--- src/sv/cces_pkg.sv ---
// Shared types, codes and calendar helper functions for the calendar clock scheduler.
package cces_pkg;

    localparam logic [1:0] OP_TICK = 2'd0;
    localparam logic [1:0] OP_ADD  = 2'd1;
    localparam logic [1:0] OP_RATE = 2'd2;

    localparam int DIV_STEPS  = 30;
    localparam int DIV25_MUL  = 41943;  // floor(2^20 / 25)
    localparam int DIV25_SHR  = 20;

    typedef enum logic [2:0] {
        KIND_FIRED  = 3'd0,
        KIND_ADDED  = 3'd1,
        KIND_REJECT = 3'd2,
        KIND_STATUS = 3'd3,
        KIND_RATE   = 3'd4
    } kind_t;

    typedef enum logic [3:0] {
        S_IDLE,
        S_DECODE,
        S_REL_DIV,
        S_WALK,
        S_CHECK,
        S_TICK,
        S_FIRE,
        S_MUL,
        S_DIV,
        S_DIV_DONE,
        S_EMIT_LAST
    } state_t;

    typedef enum logic [3:0] {
        DP_NOP,
        DP_CAPTURE,
        DP_REL_INIT,
        DP_REL_DIV,
        DP_WALK,
        DP_TICK,
        DP_POP,
        DP_INSERT,
        DP_RATE_SET,
        DP_MUL,
        DP_DIV,
        DP_DIV_DONE
    } dp_op_t;

    typedef struct packed {
        logic [15:0] year;
        logic [3:0]  month;
        logic [4:0]  day;
        logic [7:0]  code;
    } entry_t;

    typedef struct packed {
        dp_op_t op;
        logic   emit;
        kind_t  kind;
        logic   last;
        logic   head_code;  // fired code from queue head, else the captured one
    } dp_cmd_t;

    typedef struct packed {
        logic [1:0] op;
        logic       rel;
        logic       zero_rel;
        logic       abs_ok;
        logic       wm_ge12;
        logic       walk_more;
        logic       add_reject;
        logic       advance;
        logic       head_match;
        logic       div_last;
        logic       out_free;
        logic       rate_direct;
    } dp_status_t;

    function automatic logic is_leap(input logic [15:0] y);
        logic [31:0] prod;
        logic [15:0] q;
        logic [15:0] r;
        prod = 32'(y) * 32'(DIV25_MUL);
        q = 16'(prod >> DIV25_SHR);
        r = y - 16'(q * 16'd25);
        if (r >= 16'd25)
            r = r - 16'd25;
        return (y[1:0] == 2'b00) && ((r != 16'd0) || (y[3:0] == 4'd0));
    endfunction

    function automatic logic [4:0] month_days(input logic [3:0] m, input logic [15:0] y);
        logic [4:0] d;
        case (m)
            4'd2:    d = is_leap(y) ? 5'd29 : 5'd28;
            4'd4:    d = 5'd30;
            4'd6:    d = 5'd30;
            4'd9:    d = 5'd30;
            4'd11:   d = 5'd30;
            default: d = 5'd31;
        endcase
        return d;
    endfunction

endpackage

--- src/sv/calendar_clock_event_scheduler.sv ---
// Top level: calendar clock with a date-ordered event queue.
// Ticks fire every queued event due on a newly reached day, then report status;
// absolute adds are checked and inserted, relative adds take one year step a cycle
// while twelve or more months remain, then one month step a cycle. Set rate is direct
// when rate is zero or countdown not positive, else via the 30-step serial divider.
// One item at a time; the next is taken once the last beat is in the output register.
// Reset (async, active low): date 17 Feb START_YR, countdown and rate zero, queue empty.
module calendar_clock_event_scheduler
    import cces_pkg::*;
#(
    parameter int QUEUE_DEPTH = 16,
    parameter int START_YR    = 2155
)
(
    input  logic               clk,
    input  logic               rst_n,
    // item channel
    input  logic               item_valid,
    output logic               item_stall,
    input  logic [1:0]         operation,
    input  logic               relative,
    input  logic [7:0]         event_month,
    input  logic [9:0]         event_day,
    input  logic [15:0]        event_year,
    input  logic [7:0]         event_code,
    input  logic [9:0]         day_seconds,
    // result channel
    output logic               result_valid,
    input  logic               result_stall,
    output logic [2:0]         kind,
    output logic [7:0]         fired_code,
    output logic signed [15:0] ticks_left,
    output logic [4:0]         cur_day,
    output logic [3:0]         cur_month,
    output logic [15:0]        cur_year,
    output logic               last
);

    dp_cmd_t    cmd;
    dp_status_t status;

    // controller: sequences tick / add / rate work and paces result beats
    cces_ctrl u_ctrl (
        .clk        (clk),
        .rst_n      (rst_n),
        .item_valid (item_valid),
        .item_stall (item_stall),
        .status     (status),
        .cmd        (cmd)
    );

    // datapath: calendar state, sorted queue, date walk, divider, output register
    cces_dp #(
        .QUEUE_DEPTH (QUEUE_DEPTH),
        .START_YR    (START_YR)
    ) u_dp (
        .clk             (clk),
        .rst_n           (rst_n),
        .operation       (operation),
        .relative        (relative),
        .event_month     (event_month),
        .event_day       (event_day),
        .event_year      (event_year),
        .event_code      (event_code),
        .day_seconds     (day_seconds),
        .cmd             (cmd),
        .status          (status),
        .result_stall    (result_stall),
        .result_valid    (result_valid),
        .kind            (kind),
        .fired_code      (fired_code),
        .ticks_left      (ticks_left),
        .cur_day         (cur_day),
        .cur_month       (cur_month),
        .cur_year        (cur_year),
        .last            (last)
    );

endmodule

--- src/sv/cces_ctrl.sv ---
// Sequencing state machine of the calendar clock scheduler.
module cces_ctrl
    import cces_pkg::*;
(
    input  logic       clk,
    input  logic       rst_n,
    input  logic       item_valid,
    output logic       item_stall,
    input  dp_status_t status,
    output dp_cmd_t    cmd
);

    state_t state_reg, state_next;
    kind_t  kind_reg, kind_next;

    always_ff @(posedge clk or negedge rst_n)
    begin
        if (!rst_n)
        begin
            state_reg <= S_IDLE;
            kind_reg  <= KIND_STATUS;
        end
        else
        begin
            state_reg <= state_next;
            kind_reg  <= kind_next;
        end
    end

    always_comb
    begin
        state_next = state_reg;
        kind_next  = kind_reg;
        case (state_reg)
            S_IDLE:
            begin
                if (item_valid)
                    state_next = S_DECODE;
            end
            S_DECODE:
            begin
                case (status.op)
                    OP_TICK: state_next = S_TICK;
                    OP_ADD:
                    begin
                        if (status.zero_rel)
                        begin
                            kind_next  = KIND_FIRED;
                            state_next = S_EMIT_LAST;
                        end
                        else if (status.rel)
                            state_next = S_REL_DIV;
                        else if (status.abs_ok)
                            state_next = S_CHECK;
                        else
                        begin
                            kind_next  = KIND_REJECT;
                            state_next = S_EMIT_LAST;
                        end
                    end
                    OP_RATE:
                    begin
                        if (status.rate_direct)
                        begin
                            kind_next  = KIND_RATE;
                            state_next = S_EMIT_LAST;
                        end
                        else
                            state_next = S_MUL;
                    end
                    default:
                    begin
                        kind_next  = KIND_STATUS;
                        state_next = S_EMIT_LAST;
                    end
                endcase
            end
            S_REL_DIV:
            begin
                if (!status.wm_ge12)
                    state_next = S_WALK;
            end
            S_WALK:
            begin
                if (!status.walk_more)
                    state_next = S_CHECK;
            end
            S_CHECK:
            begin
                kind_next  = status.add_reject ? KIND_REJECT : KIND_ADDED;
                state_next = S_EMIT_LAST;
            end
            S_TICK:
            begin
                kind_next  = KIND_STATUS;
                state_next = status.advance ? S_FIRE : S_EMIT_LAST;
            end
            S_FIRE:
            begin
                if (!status.head_match)
                    state_next = S_EMIT_LAST;
            end
            S_MUL:       state_next = S_DIV;
            S_DIV:
            begin
                if (status.div_last)
                    state_next = S_DIV_DONE;
            end
            S_DIV_DONE:
            begin
                kind_next  = KIND_RATE;
                state_next = S_EMIT_LAST;
            end
            S_EMIT_LAST:
            begin
                if (status.out_free)
                    state_next = S_IDLE;
            end
            default:     state_next = S_IDLE;
        endcase
    end

    always_comb
    begin
        cmd.op        = DP_NOP;
        cmd.emit      = 1'b0;
        cmd.kind      = kind_reg;
        cmd.last      = 1'b0;
        cmd.head_code = 1'b0;
        item_stall    = (state_reg != S_IDLE);
        case (state_reg)
            S_IDLE:
            begin
                if (item_valid)
                    cmd.op = DP_CAPTURE;
            end
            S_DECODE:
            begin
                if (status.op == OP_ADD && status.rel && !status.zero_rel)
                    cmd.op = DP_REL_INIT;
                else if (status.op == OP_RATE && status.rate_direct)
                    cmd.op = DP_RATE_SET;
            end
            S_REL_DIV:   cmd.op = DP_REL_DIV;
            S_WALK:      cmd.op = DP_WALK;
            S_CHECK:
            begin
                if (!status.add_reject)
                    cmd.op = DP_INSERT;
            end
            S_TICK:      cmd.op = DP_TICK;
            S_FIRE:
            begin
                if (status.head_match && status.out_free)
                begin
                    cmd.op        = DP_POP;
                    cmd.emit      = 1'b1;
                    cmd.kind      = KIND_FIRED;
                    cmd.head_code = 1'b1;
                end
            end
            S_MUL:       cmd.op = DP_MUL;
            S_DIV:       cmd.op = DP_DIV;
            S_DIV_DONE:  cmd.op = DP_DIV_DONE;
            S_EMIT_LAST:
            begin
                if (status.out_free)
                begin
                    cmd.emit = 1'b1;
                    cmd.last = 1'b1;
                end
            end
            default:     cmd.op = DP_NOP;
        endcase
    end

endmodule

--- src/sv/cces_dp.sv ---
// Datapath: date and countdown registers, sorted event queue, date walk, divider, result register.
module cces_dp
    import cces_pkg::*;
#(
    parameter int QUEUE_DEPTH = 16,
    parameter int START_YR    = 2155
)
(
    input  logic               clk,
    input  logic               rst_n,
    input  logic [1:0]         operation,
    input  logic               relative,
    input  logic [7:0]         event_month,
    input  logic [9:0]         event_day,
    input  logic [15:0]        event_year,
    input  logic [7:0]         event_code,
    input  logic [9:0]         day_seconds,
    input  dp_cmd_t            cmd,
    output dp_status_t         status,
    input  logic               result_stall,
    output logic               result_valid,
    output logic [2:0]         kind,
    output logic [7:0]         fired_code,
    output logic signed [15:0] ticks_left,
    output logic [4:0]         cur_day,
    output logic [3:0]         cur_month,
    output logic [15:0]        cur_year,
    output logic               last
);

    localparam int CW = $clog2(QUEUE_DEPTH + 1);
    localparam logic [CW-1:0] FULL = CW'(QUEUE_DEPTH);

    // calendar and rate state
    logic [4:0]         day_reg, day_next;
    logic [3:0]         month_reg, month_next;
    logic [15:0]        year_reg, year_next;
    logic signed [15:0] cd_reg, cd_next;
    logic [15:0]        tpd_reg, tpd_next;
    logic [CW-1:0]      cnt_reg, cnt_next;
    logic               rv_reg, rv_next;

    // captured item and working registers
    logic [1:0]  op_reg, op_next;
    logic        rel_reg, rel_next;
    logic        zero_reg, zero_next;
    logic [7:0]  code_reg, code_next;
    logic [14:0] ntpd_reg, ntpd_next;
    logic [8:0]  wm_reg, wm_next;
    logic [10:0] wd_reg, wd_next;
    logic [15:0] wy_reg, wy_next;
    logic [29:0] div_reg, div_next;
    logic [14:0] rem_reg, rem_next;
    logic [4:0]  dcnt_reg, dcnt_next;

    // result beat
    logic [2:0]         kind_reg, kind_next;
    logic [7:0]         fc_reg, fc_next;
    logic signed [15:0] tl_reg, tl_next;
    logic [4:0]         od_reg, od_next;
    logic [3:0]         om_reg, om_next;
    logic [15:0]        oy_reg, oy_next;
    logic               last_reg, last_next;

    entry_t q_reg  [QUEUE_DEPTH];
    entry_t q_next [QUEUE_DEPTH];
    logic [QUEUE_DEPTH-1:0] gt;

    logic signed [15:0] cd_dec;
    logic               advance;
    logic [4:0]         md_cur;
    logic [4:0]         md_w;
    logic [24:0]        key_w;
    logic [24:0]        key_cur;
    entry_t             new_e;
    logic [15:0]        trial;

    always_comb
    begin
        cd_dec  = (cd_reg == 16'sh8000) ? cd_reg : cd_reg - 16'sd1;
        advance = (cd_dec <= 16'sd0) && (tpd_reg != 16'd0);
        md_cur  = month_days(month_reg, year_reg);
        md_w    = month_days(wm_reg[3:0], wy_reg);
        key_w   = {wy_reg, wm_reg[3:0], wd_reg[4:0]};
        key_cur = {year_reg, month_reg, day_reg};
        new_e   = '{year: wy_reg, month: wm_reg[3:0], day: wd_reg[4:0], code: code_reg};
        trial   = {rem_reg, div_reg[29]};
    end

    // later events compare greater; they form a suffix of the queue
    always_comb
    begin
        for (int i = 0; i < QUEUE_DEPTH; i++)
            gt[i] = (CW'(i) < cnt_reg) &&
                    (key_w < {q_reg[i].year, q_reg[i].month, q_reg[i].day});
    end

    always_comb
    begin
        for (int i = 0; i < QUEUE_DEPTH; i++)
        begin
            q_next[i] = q_reg[i];
            if (cmd.op == DP_POP)
            begin
                if (i < QUEUE_DEPTH - 1)
                    q_next[i] = q_reg[(i + 1) % QUEUE_DEPTH];
            end
            else if (cmd.op == DP_INSERT)
            begin
                if (i > 0 && gt[(i + QUEUE_DEPTH - 1) % QUEUE_DEPTH])
                    q_next[i] = q_reg[(i + QUEUE_DEPTH - 1) % QUEUE_DEPTH];
                else if ((gt[i] || CW'(i) == cnt_reg))
                    q_next[i] = new_e;
            end
        end
    end

    always_comb
    begin
        day_next   = day_reg;
        month_next = month_reg;
        year_next  = year_reg;
        cd_next    = cd_reg;
        tpd_next   = tpd_reg;
        cnt_next   = cnt_reg;
        op_next    = op_reg;
        rel_next   = rel_reg;
        zero_next  = zero_reg;
        code_next  = code_reg;
        ntpd_next  = ntpd_reg;
        wm_next    = wm_reg;
        wd_next    = wd_reg;
        wy_next    = wy_reg;
        div_next   = div_reg;
        rem_next   = rem_reg;
        dcnt_next  = dcnt_reg;
        case (cmd.op)
            DP_NOP: ;
            DP_CAPTURE:
            begin
                op_next   = operation;
                rel_next  = relative;
                zero_next = relative && (event_month == 8'd0) && (event_day == 10'd0) &&
                            (event_year == 16'd0);
                code_next = event_code;
                ntpd_next = {1'b0, day_seconds, 4'b0000} + {2'b00, day_seconds, 3'b000};
                wm_next   = {1'b0, event_month};
                wd_next   = {1'b0, event_day};
                wy_next   = event_year;
            end
            DP_REL_INIT:
            begin
                wm_next = wm_reg + {5'd0, month_reg} - 9'd1;
                wd_next = wd_reg + {6'd0, day_reg};
                wy_next = wy_reg + year_reg;
            end
            DP_REL_DIV:
            begin
                if (wm_reg >= 9'd12)
                begin
                    wm_next = wm_reg - 9'd12;
                    wy_next = wy_reg + 16'd1;
                end
                else
                    wm_next = wm_reg + 9'd1;
            end
            DP_WALK:
            begin
                if (wd_reg > {6'd0, md_w})
                begin
                    wd_next = wd_reg - {6'd0, md_w};
                    if (wm_reg >= 9'd12)
                    begin
                        wm_next = 9'd1;
                        wy_next = wy_reg + 16'd1;
                    end
                    else
                        wm_next = wm_reg + 9'd1;
                end
            end
            DP_TICK:
            begin
                if (advance)
                begin
                    cd_next = signed'(tpd_reg);
                    if (day_reg >= md_cur)
                    begin
                        day_next = 5'd1;
                        if (month_reg >= 4'd12)
                        begin
                            month_next = 4'd1;
                            year_next  = year_reg + 16'd1;
                        end
                        else
                            month_next = month_reg + 4'd1;
                    end
                    else
                        day_next = day_reg + 5'd1;
                end
                else
                    cd_next = cd_dec;
            end
            DP_POP:    cnt_next = cnt_reg - CW'(1);
            DP_INSERT: cnt_next = cnt_reg + CW'(1);
            DP_RATE_SET:
            begin
                cd_next  = (tpd_reg == 16'd0) ? signed'({1'b0, ntpd_reg}) : 16'sd0;
                tpd_next = {1'b0, ntpd_reg};
            end
            DP_MUL:
            begin
                div_next  = cd_reg[14:0] * ntpd_reg;
                rem_next  = 15'd0;
                dcnt_next = 5'd0;
            end
            DP_DIV:
            begin
                if (trial >= tpd_reg)
                begin
                    rem_next = 15'(trial - tpd_reg);
                    div_next = {div_reg[28:0], 1'b1};
                end
                else
                begin
                    rem_next = trial[14:0];
                    div_next = {div_reg[28:0], 1'b0};
                end
                dcnt_next = dcnt_reg + 5'd1;
            end
            DP_DIV_DONE:
            begin
                if (div_reg == 30'd0)
                    cd_next = 16'sd1;
                else if (div_reg > 30'd32767)
                    cd_next = 16'sd32767;
                else
                    cd_next = signed'({1'b0, div_reg[14:0]});
                tpd_next = {1'b0, ntpd_reg};
            end
            default: ;
        endcase
    end

    always_comb
    begin
        rv_next   = rv_reg;
        kind_next = kind_reg;
        fc_next   = fc_reg;
        tl_next   = tl_reg;
        od_next   = od_reg;
        om_next   = om_reg;
        oy_next   = oy_reg;
        last_next = last_reg;
        if (cmd.emit)
        begin
            rv_next   = 1'b1;
            kind_next = cmd.kind;
            if (cmd.kind == KIND_FIRED)
                fc_next = cmd.head_code ? q_reg[0].code : code_reg;
            else
                fc_next = 8'd0;
            tl_next   = cd_reg;
            od_next   = day_reg;
            om_next   = month_reg;
            oy_next   = year_reg;
            last_next = cmd.last;
        end
        else if (!result_stall)
            rv_next = 1'b0;
    end

    always_ff @(posedge clk or negedge rst_n)
    begin
        if (!rst_n)
        begin
            day_reg   <= 5'd17;
            month_reg <= 4'd2;
            year_reg  <= 16'(START_YR);
            cd_reg    <= 16'sd0;
            tpd_reg   <= 16'd0;
            cnt_reg   <= '0;
            rv_reg    <= 1'b0;
            op_reg    <= OP_TICK;
            dcnt_reg  <= 5'd0;
        end
        else
        begin
            day_reg   <= day_next;
            month_reg <= month_next;
            year_reg  <= year_next;
            cd_reg    <= cd_next;
            tpd_reg   <= tpd_next;
            cnt_reg   <= cnt_next;
            rv_reg    <= rv_next;
            op_reg    <= op_next;
            dcnt_reg  <= dcnt_next;
        end
    end

    always_ff @(posedge clk)
    begin
        rel_reg  <= rel_next;
        zero_reg <= zero_next;
        code_reg <= code_next;
        ntpd_reg <= ntpd_next;
        wm_reg   <= wm_next;
        wd_reg   <= wd_next;
        wy_reg   <= wy_next;
        div_reg  <= div_next;
        rem_reg  <= rem_next;
        kind_reg <= kind_next;
        fc_reg   <= fc_next;
        tl_reg   <= tl_next;
        od_reg   <= od_next;
        om_reg   <= om_next;
        oy_reg   <= oy_next;
        last_reg <= last_next;
        for (int i = 0; i < QUEUE_DEPTH; i++)
            q_reg[i] <= q_next[i];
    end

    always_comb
    begin
        status.op          = op_reg;
        status.rel         = rel_reg;
        status.zero_rel    = zero_reg;
        status.abs_ok      = (wm_reg >= 9'd1) && (wm_reg <= 9'd12) && (wd_reg >= 11'd1) &&
                             (wd_reg <= {6'd0, md_w});
        status.wm_ge12     = (wm_reg >= 9'd12);
        status.walk_more   = (wd_reg > {6'd0, md_w});
        status.add_reject  = (key_w < key_cur) || (cnt_reg >= FULL);
        status.advance     = advance;
        status.head_match  = (cnt_reg != '0) &&
                             ({q_reg[0].year, q_reg[0].month, q_reg[0].day} == key_cur);
        status.div_last    = (dcnt_reg == 5'(DIV_STEPS - 1));
        status.out_free    = !rv_reg || !result_stall;
        status.rate_direct = (tpd_reg == 16'd0) || (cd_reg <= 16'sd0);
    end

    assign result_valid = rv_reg;
    assign kind         = kind_reg;
    assign fired_code   = fc_reg;
    assign ticks_left   = tl_reg;
    assign cur_day      = od_reg;
    assign cur_month    = om_reg;
    assign cur_year     = oy_reg;
    assign last         = last_reg;

endmodule

--- config.mk ---
export PLATFORM = sky130hd
export DESIGN_NAME = calendar_clock_event_scheduler
export DESIGN_NICKNAME = d
export VERILOG_FILES = /design/src/sv/cces_pkg.sv /design/src/sv/calendar_clock_event_scheduler.sv /design/src/sv/cces_ctrl.sv /design/src/sv/cces_dp.sv
export SDC_FILE = /design/constraint.sdc
export NUM_CORES = 2
export LEC_CHECK = 0
export ABC_AREA = 1
export BUFFER_PORTS_ARGS = -buffer_cell sky130_fd_sc_hd__buf_2
export CORE_AREA = 5 5 381 383
export DETAILED_ROUTE_END_ITERATION = 8
export DIE_AREA = 0 0 386 388
export PLACE_DENSITY = 0.77
export SLEW_MARGIN = 20
export SYNTH_ARGS = -nofsm -noshare
export SYNTH_HDL_FRONTEND = slang
export SYNTH_SLANG_ARGS = --single-unit
--- constraint.sdc ---
create_clock -name clk -period 30.2 [get_ports clk]
set_clock_uncertainty 0.05 [all_clocks]
set_input_delay 1.51 -clock clk [delete_from_list [all_inputs] [get_ports clk]]
set_output_delay 1.51 -clock clk [all_outputs]
set_load 0.03 [all_outputs]
After elaboration in Yosys (flattened, before gate mapping)

Memory sizes are Yosys's and may differ from the RTL's.
Cells that the tools add are included.

Flip-flop bits (word level): 235
Input port bits: 59
ROM bits: 0
Memories: 1
Bits in latches: 0
RAM bits: 528
Output and inout bits: 55

Memories:

| memory     | depth | width | read ports | clocked after memory_dff | wr ports | RTL line      | source |
|---|---|---|---|---|---|---|---|
| u_dp.q_reg | 16    | 33    | 16         | 0                        | 16       | cces_dp.sv:65 | `entry_t q_reg [QUEUE_DEPTH];` |

Magnitude comparators: 48
Reduce and logical (&&, ||, !) cells: 89
Bitwise logic cells: 0
Muxes and demuxes: 128
Divide/modulo/power cells: 0
$add $sub $neg: 21
Shift-type cells: 0
Equal/unequal tests: 63
Multipliers: 5

Operators by type and width:

| kind                                                               | number |
|---|---|
| 2-to-1 mux 33 bit                                                  | 63 |
| less-than comparator 25 bit                                        | 17 |
| 2-to-1 mux 16 bit                                                  | 9 |
| one-hot mux 4 bit (10 select lines)                                | 2 |
| multiplier 16 x 16 -> 32 bit, second input constant                | 2 |
| one-hot mux 16 bit (4 select lines)                                | 1 |
| one-hot mux 30 bit (2 select lines)                                | 1 |
| 2-to-1 mux 4 bit                                                   | 14 |
| == test 4 x 3 -> 1 bit, second input constant                      | 12 |
| one-hot mux 16 bit (3 select lines)                                | 1 |
| nonzero test 16 bit                                                | 3 |
| 2-to-1 mux 15 bit                                                  | 3 |
| == test 4 bit, second input constant                               | 11 |
| == test 4 x 5 -> 1 bit, first input constant                       | 8 |
| less-than comparator 4 x 5 -> 1 bit, first input constant          | 8 |
| one-hot mux 5 bit (2 select lines)                                 | 4 |
| one-hot mux 9 bit (4 select lines)                                 | 1 |
| one-hot mux 11 bit (3 select lines)                                | 1 |
| adder 16 x 1 -> 16 bit, second input constant                      | 2 |
| greater-or-equal comparator 16 x 5 -> 1 bit, second input constant | 2 |
| less-or-equal comparator 16 x 1 -> 1 bit, second input constant    | 2 |
| logical NOT 16 bit                                                 | 2 |
| multiplier 12 x 5 -> 16 bit, second input constant                 | 2 |
| subtractor 16 bit                                                  | 2 |
| 78 further kinds                                                   | 181 |

Logic depth before layout (Yosys ltp)

Word-level depth: 18
Gate-level depth with buffers: 71
Gate-level depth less buffers: 71

By module

From an unflattened synthesis, not the netlist that was laid out.

Cells, all modules: 8124
Area total of the unflattened synthesis: 69729.4 µm²

Modules (own cells, without submodules):

| module    | cells each | instances | area an instance (µm²) |
|---|---|---|---|
| cces_dp   | 7970       | 1         | 68854.8 |
| cces_ctrl | 154        | 1         | 874.6 |

Least setup slack after synthesis

No wires, ideal clock.

Path kind: reg2reg
Start point: register u_dp.wy_reg[2]
End point: register u_dp.wy_reg[0], enable pin
Setup slack: 17.863 ns
Cell stages (with the launch flop): 61
Setup time: 0.388 ns
Arrival time: 11.899 ns
Data required time: 29.762 ns
Cell sequence: edfxtp_1 clkinv_1 fa_1 inv_1 ha_1 fa_1 fa_1 fa_1 inv_1 fa_1 inv_1 ha_1 a21oi_1 o21ai_0 a21oi_1 nand2_1 nand3_1 nand2_1 [25 not listed] nand4_1 buf_2 o21ai_0 nand3_1 nor2_1 nand2_1 nand2_1 nand2_1 ha_1 inv_1 a21oi_1 or2_2 nor2_1 nor2_1 a21boi_0 o21a_1 inv_1 nor2_1

Word-level cells in the longest chain between the ends: 14
Elaborated cells on any way between the ends: 25
Those cells by class: 2 x add/sub; 2 x mul; 3 x order compare; 5 x eq/ne; 6 x mux; 7 x reduce/logical

RTL lines:

| item                                                                                              | RTL line                       | source |
|---|---|---|
| from (decl)                                                                                       | cces_dp.sv:51                  | `logic [15:0] wy_reg, wy_next;` |
| from (signal assigned)                                                                            | cces_dp.sv:308                 | `wy_reg <= wy_next;` |
| multiplier 16 x 16 -> 32 bit                                                                      | cces_pkg.sv:83                 | `prod = 32'(y) * 32'(DIV25_MUL);` |
| multiplier 12 x 5 -> 16 bit                                                                       | cces_pkg.sv:85                 | `r = y - 16'(q * 16'd25);` |
| subtractor 16 bit                                                                                 | cces_pkg.sv:85                 |  |
| subtractor 16 x 5 -> 16 bit / greater-or-equal comparator 16 x 5 -> 1 bit (equally long branches) | cces_pkg.sv:87, cces_pkg.sv:86 |  |
| 2-to-1 mux 16 bit                                                                                 | cces_pkg.sv:86                 | `if (r >= 16'd25)` |
| 2-to-1 mux 16 bit                                                                                 | cces_pkg.sv:93                 | `case (m)` |
| nonzero test 16 bit                                                                               | cces_pkg.sv:88                 | `return (y[1:0] == 2'b00) && ((r != 16'd0) \|\| (y[3:0] == 4'd0));` |
| logical OR 1 bit                                                                                  | cces_pkg.sv:88                 |  |
| logical AND 1 bit                                                                                 | cces_pkg.sv:88                 |  |
| 2-to-1 mux 1 bit                                                                                  | cces_pkg.sv:94                 | `4'd2: d = is_leap(y) ? 5'd29 : 5'd28;` |
| one-hot mux 5 bit (2 select lines)                                                                | cces_pkg.sv:93                 |  |
| greater-than comparator 11 x 5 -> 1 bit                                                           | cces_dp.sv:169                 | `if (wd_reg > {6'd0, md_w})` |
| inequality test 2 bit (no source line)                                                            | --                             |  |
| AND reduction 2 bit (no source line) *                                                            | --                             |  |

Mark *: on every way between the ends. The rest lies on a longest branch, timed or not. The select of a mux whose other input is x is not followed.
A chain may end at the register's enable or synchronous reset.

Worst setup path in the final report

Start point: register u_dp.wy_reg[6]
End point: register u_dp.wy_reg[4], enable pin

Same word-level chain as after synthesis.

==> flow_results.org <==
** Outcome
- The flow ran to the end, and the final reports show no timing, DRC or antenna violations.

** Clock network
- The H-tree was split into 3 levels.
- Number of setup buffers added after CTS :: 0
- CTS hold repair buffers :: 0
- Buffers inserted during clock tree synthesis total 85.
- Clk buf depth :: 3
- Gates resized during post-CTS repair numbered 0.
- For this design, the sink count on the clock tree is 757.
- TritonCTS built the clock tree.
- After clock tree synthesis, the clock-pin slew on the worst setup and hold paths is 0.06 ns.
- In this run the clock root is driven by a sky130_fd_sc_hd__clkbuf_16.
- Skew-Pair Late Insertion Delay :: 0.74 ns

** Logic synthesis
- In this run the cell area of the synthesized design comes to 70,000 um^2.
- Of all flip-flops after synthesis, the portion carrying an async set or reset was 9.64%.
- The most used flip-flop cell after synthesis is sky130_fd_sc_hd__edfxtp_1.
- Of the total synthesized cell area, the portion taken by full adders, half adders and majority gates is 28.3%.
- Cells after synthesis :: 8,039
- After Yosys synthesis, and, or, nand and nor cells account for 12.8% of the synthesized area.
- Counting instances in the post-synthesis netlist gives the leading cell types as 1,458 x sky130_fd_sc_hd__inv_1, 1,172 x sky130_fd_sc_hd__nand2_1, 984 x sky130_fd_sc_hd__ha_1.
- Most frequent cell after synthesis :: sky130_fd_sc_hd__inv_1
- Dominant combinational cell family by area after synthesis :: adder cells
- Netlist cell types :: 68
- Synthesis produced a netlist with a net count of 9,457.
- Counting flops with a built-in enable in the synthesized netlist gives 684.
- Area share of the largest cell type after synthesis :: 29.3%
- Avg Cell Area, Syn :: 8.71 um^2
- Cell type with the largest total area after synthesis :: sky130_fd_sc_hd__edfxtp_1
- Sorting the synthesized cells by area gives the leading types as sky130_fd_sc_hd__edfxtp_1 29%, sky130_fd_sc_hd__ha_1 18%, sky130_fd_sc_hd__fa_1 11%.
- Sequential elements use 32.0% of the synthesized area.
- Compound-Gate Fraction of Synth Area :: 15.1%
- Post-synthesis mux area share :: 0.0322%
- Synth warn :: 0
- After synthesis the netlist holds a flip-flop and latch count of 757.
- Of the total synthesized cell area, the portion taken by XOR and XNOR cells is 2.14%.

** Detailed routing
- Dividing the detail-routed wire length by the instance count gives 19.5 um.
- After detailed routing, the number of vias per cell comes to 5.74.
- The routed layout has 57,192 vias.
- The pre-antenna-repair detailed-routing pass consisted of 6 iterations.
- In this run, the number of DRC markers left after iteration 0 of detailed routing was 5,588.
- Residual DRC count :: 0
- In this run the remaining antenna-violating nets after routing total 0.
- After detailed routing, the total wire length is 194,000 um.

** Die
- Placement Rows :: 138
- In this run the vertical extent of the chip is 388 um.
- The die covers 150,000 um^2.
- For this configuration, the core starts out at a cell density of 49.7%.
- The core region is 141,000 um^2.
- Chip Width :: 386 um
- Io pins :: 114

** Setup path
- At the worst endpoint, the required time is 30.53 ns.
- Among all stages on the critical path, the largest delay is contributed by sky130_fd_sc_hd__fa_1.
- Counting cells, the worst reg-to-reg path comes to 58.
- Highest net fanout along the worst path :: 35
- Worst setup path startpoint :: u_dp.wy_reg[6]
- FF-to-FF End :: u_dp.wy_reg[4]
- Worst Path Class, Setup :: reg -> reg
- WP data arrival :: 14.16 ns
- STA classifies the critical path endpoint as a flop.
- The most critical setup path has its endpoint at u_dp.wy_reg[4].
- Setup slack on the worst reg-to-reg path comes out at 16.37 ns.
- The cell that appears most often on the critical path is sky130_fd_sc_hd__inv_1.
- STA classifies the critical path startpoint as a flop.
- On the worst path, the slowest cell contributes a delay of 0.61 ns.
- In this run the critical register-to-register path is launched from u_dp.wy_reg[6].

** Timing
- Setup repair after global routing left no endpoint under its margin.
- Worst Tran Pin Value :: 1.08 ns
- Normalized max-slew margin :: 27.7%
- Summed over all failing endpoints, the final setup total negative slack is 0 ns.
- Portion of the clock cycle consumed by the worst path in the final layout :: 45.8%
- For the finished layout, the period the worst path requires is 13.83 ns.
- Setup violations remaining at the end of the flow were counted as 0.
- The worst path meets setup with 16.37 ns of slack.
- Final Max Tran Viols :: 0
- For this run, the top clock speed supported by timing is 72.3 MHz.
- The hold violation total from the final report came to 0.

** Worst hold path
- The path class of the tightest hold or removal check is reg -> reg.

** Layout
- Post-Layout Cell Count :: 9,965
- Of the cells placed in the final design, the portion with a size suffix greater than 1 is 4.99%.
- Measured on the finished design, the core utilization comes to 53.6%.
- Synthesis-to-finish area growth :: 7.94%
- Count of nets after finishing :: 9,418
- The register with the most flip-flops in the layout has 528 of them.

** Global route
- Global routing used 25.4% of the available tracks across all layers.
- Initial antenna violation count :: 8
- The first global-routing pass estimated 306,000 um of wire.
- Global route overflow :: 0
- Pin count of the biggest net entering global routing :: 136
- Via count of the first global-routing pass :: 55,972

** Place
- DPL Wire Length :: 144,000 um
- After detailed placement, the design holds a cell count of 9,802.
- Timing analysis after detailed placement gives a worst setup slack of 16.49 ns.
- At the end of routability-driven placement, the weighted congestion stood at 0.930.
- Port buffering added 113 buffers.

** Run
- Max-cap viol count :: 0
[area by class of cell]
| class | count | area (um^2) |
|---|---|---|
| inverter | 1474 | 5540 |
| tap | 1890 | 2360 |
| fill | 12571 | 65500 |
| sequential | 757 | 22400 |
| antenna | 5 | 12.5 |
| multi-input combinational | 5480 | 41300 |
| clock inverter | 53 | 547 |
| timing repair buffer | 202 | 1260 |
| clock buffer | 104 | 2230 |
[critical path: cells and delay by family (launching register included)]
family / cells / cell delay, ns
xor+xnor: 1 / 0.19
simple gates: 19 / 2.73
compound gates: 14 / 3.28
buf+inv: 12 / 1.79
flops: 1 / 0.33
fa+ha+maj: 12 / 5.04
[logic make-up (layout without fill, tap and decap cells)]
| logic type | after synthesis | count (layout) |
|---|---|---|
| XOR/XNOR | 170 | 170 |
| buffers and inverters | 1802 | 1833 |
| AND/OR/NAND/NOR | 2180 | 2180 |
| adder cells (fa/ha/maj) | 1359 | 1359 |
| other | 0 | 5 |
| AO/OA/AOI/OAI | 1769 | 1769 |
| flip-flops | 757 | 757 |
| multiplexers | 2 | 2 |
[per-stage QoR]
| step | cell area [um^2] | hold WS [ns] |
|---|---|---|
| 6_report | 75600 | 0.482 |
| 5_1_grt | 75600 | 0.518 |
| 4_1_cts | 75600 | 0.493 |
| 3_5_place_dp | 72800 | 0.484 |
| 3_3_place_gp | 72800 | 0.469 |
| 2_1_floorplan | 70000 | 0.370 |
[worst min path at each step]
stage,from,to,slack [ns],depth (start not counted)
2_1_floorplan,u_dp.cd_reg[12],u_dp.ticks_left[12],0.37,0
3_3_place_gp,u_dp.dcnt_reg[0],u_dp.dcnt_reg[0],0.47,1
3_5_place_dp,u_dp.dcnt_reg[0],u_dp.dcnt_reg[0],0.48,1
4_1_cts,u_dp.dcnt_reg[0],u_dp.dcnt_reg[0],0.49,1
5_1_grt,u_dp.q_reg[1][236],u_dp.q_reg[1][203],0.52,2
6_report,u_dp.q_reg[1][236],u_dp.q_reg[1][203],0.48,2
[cells in the final DEF, fill, tap and decap left out, drive strengths merged, types with 17 or more instances in the layout]
master / count
nor2: 644
o211ai: 204
clkbuf: 104
edfxtp: 684
o21ai: 531
a211oi: 297
xor2: 118
o221ai: 21
nor3: 50
nor4: 22
ha: 984
nand2: 1178
xnor2: 52
nand3: 170
inv: 1469
a21o: 17
a21oi: 566
nand4: 78
clkinv: 52
dfrtp: 62
o21bai: 22
fa: 375
buf: 202
a31oi: 24
[layer usage]
metal  vias up  wire (um)  track usage [%]
li1      27096          -                -
met1     27283      83200             35.2
met2      2393      88100             40.6
met3       420      15200             3.64
met4         0       7500             9.04
met5         -          0                0
Power is not shown: default switching activity piles up to over one toggle a cycle in this logic, so the estimate is an artifact.
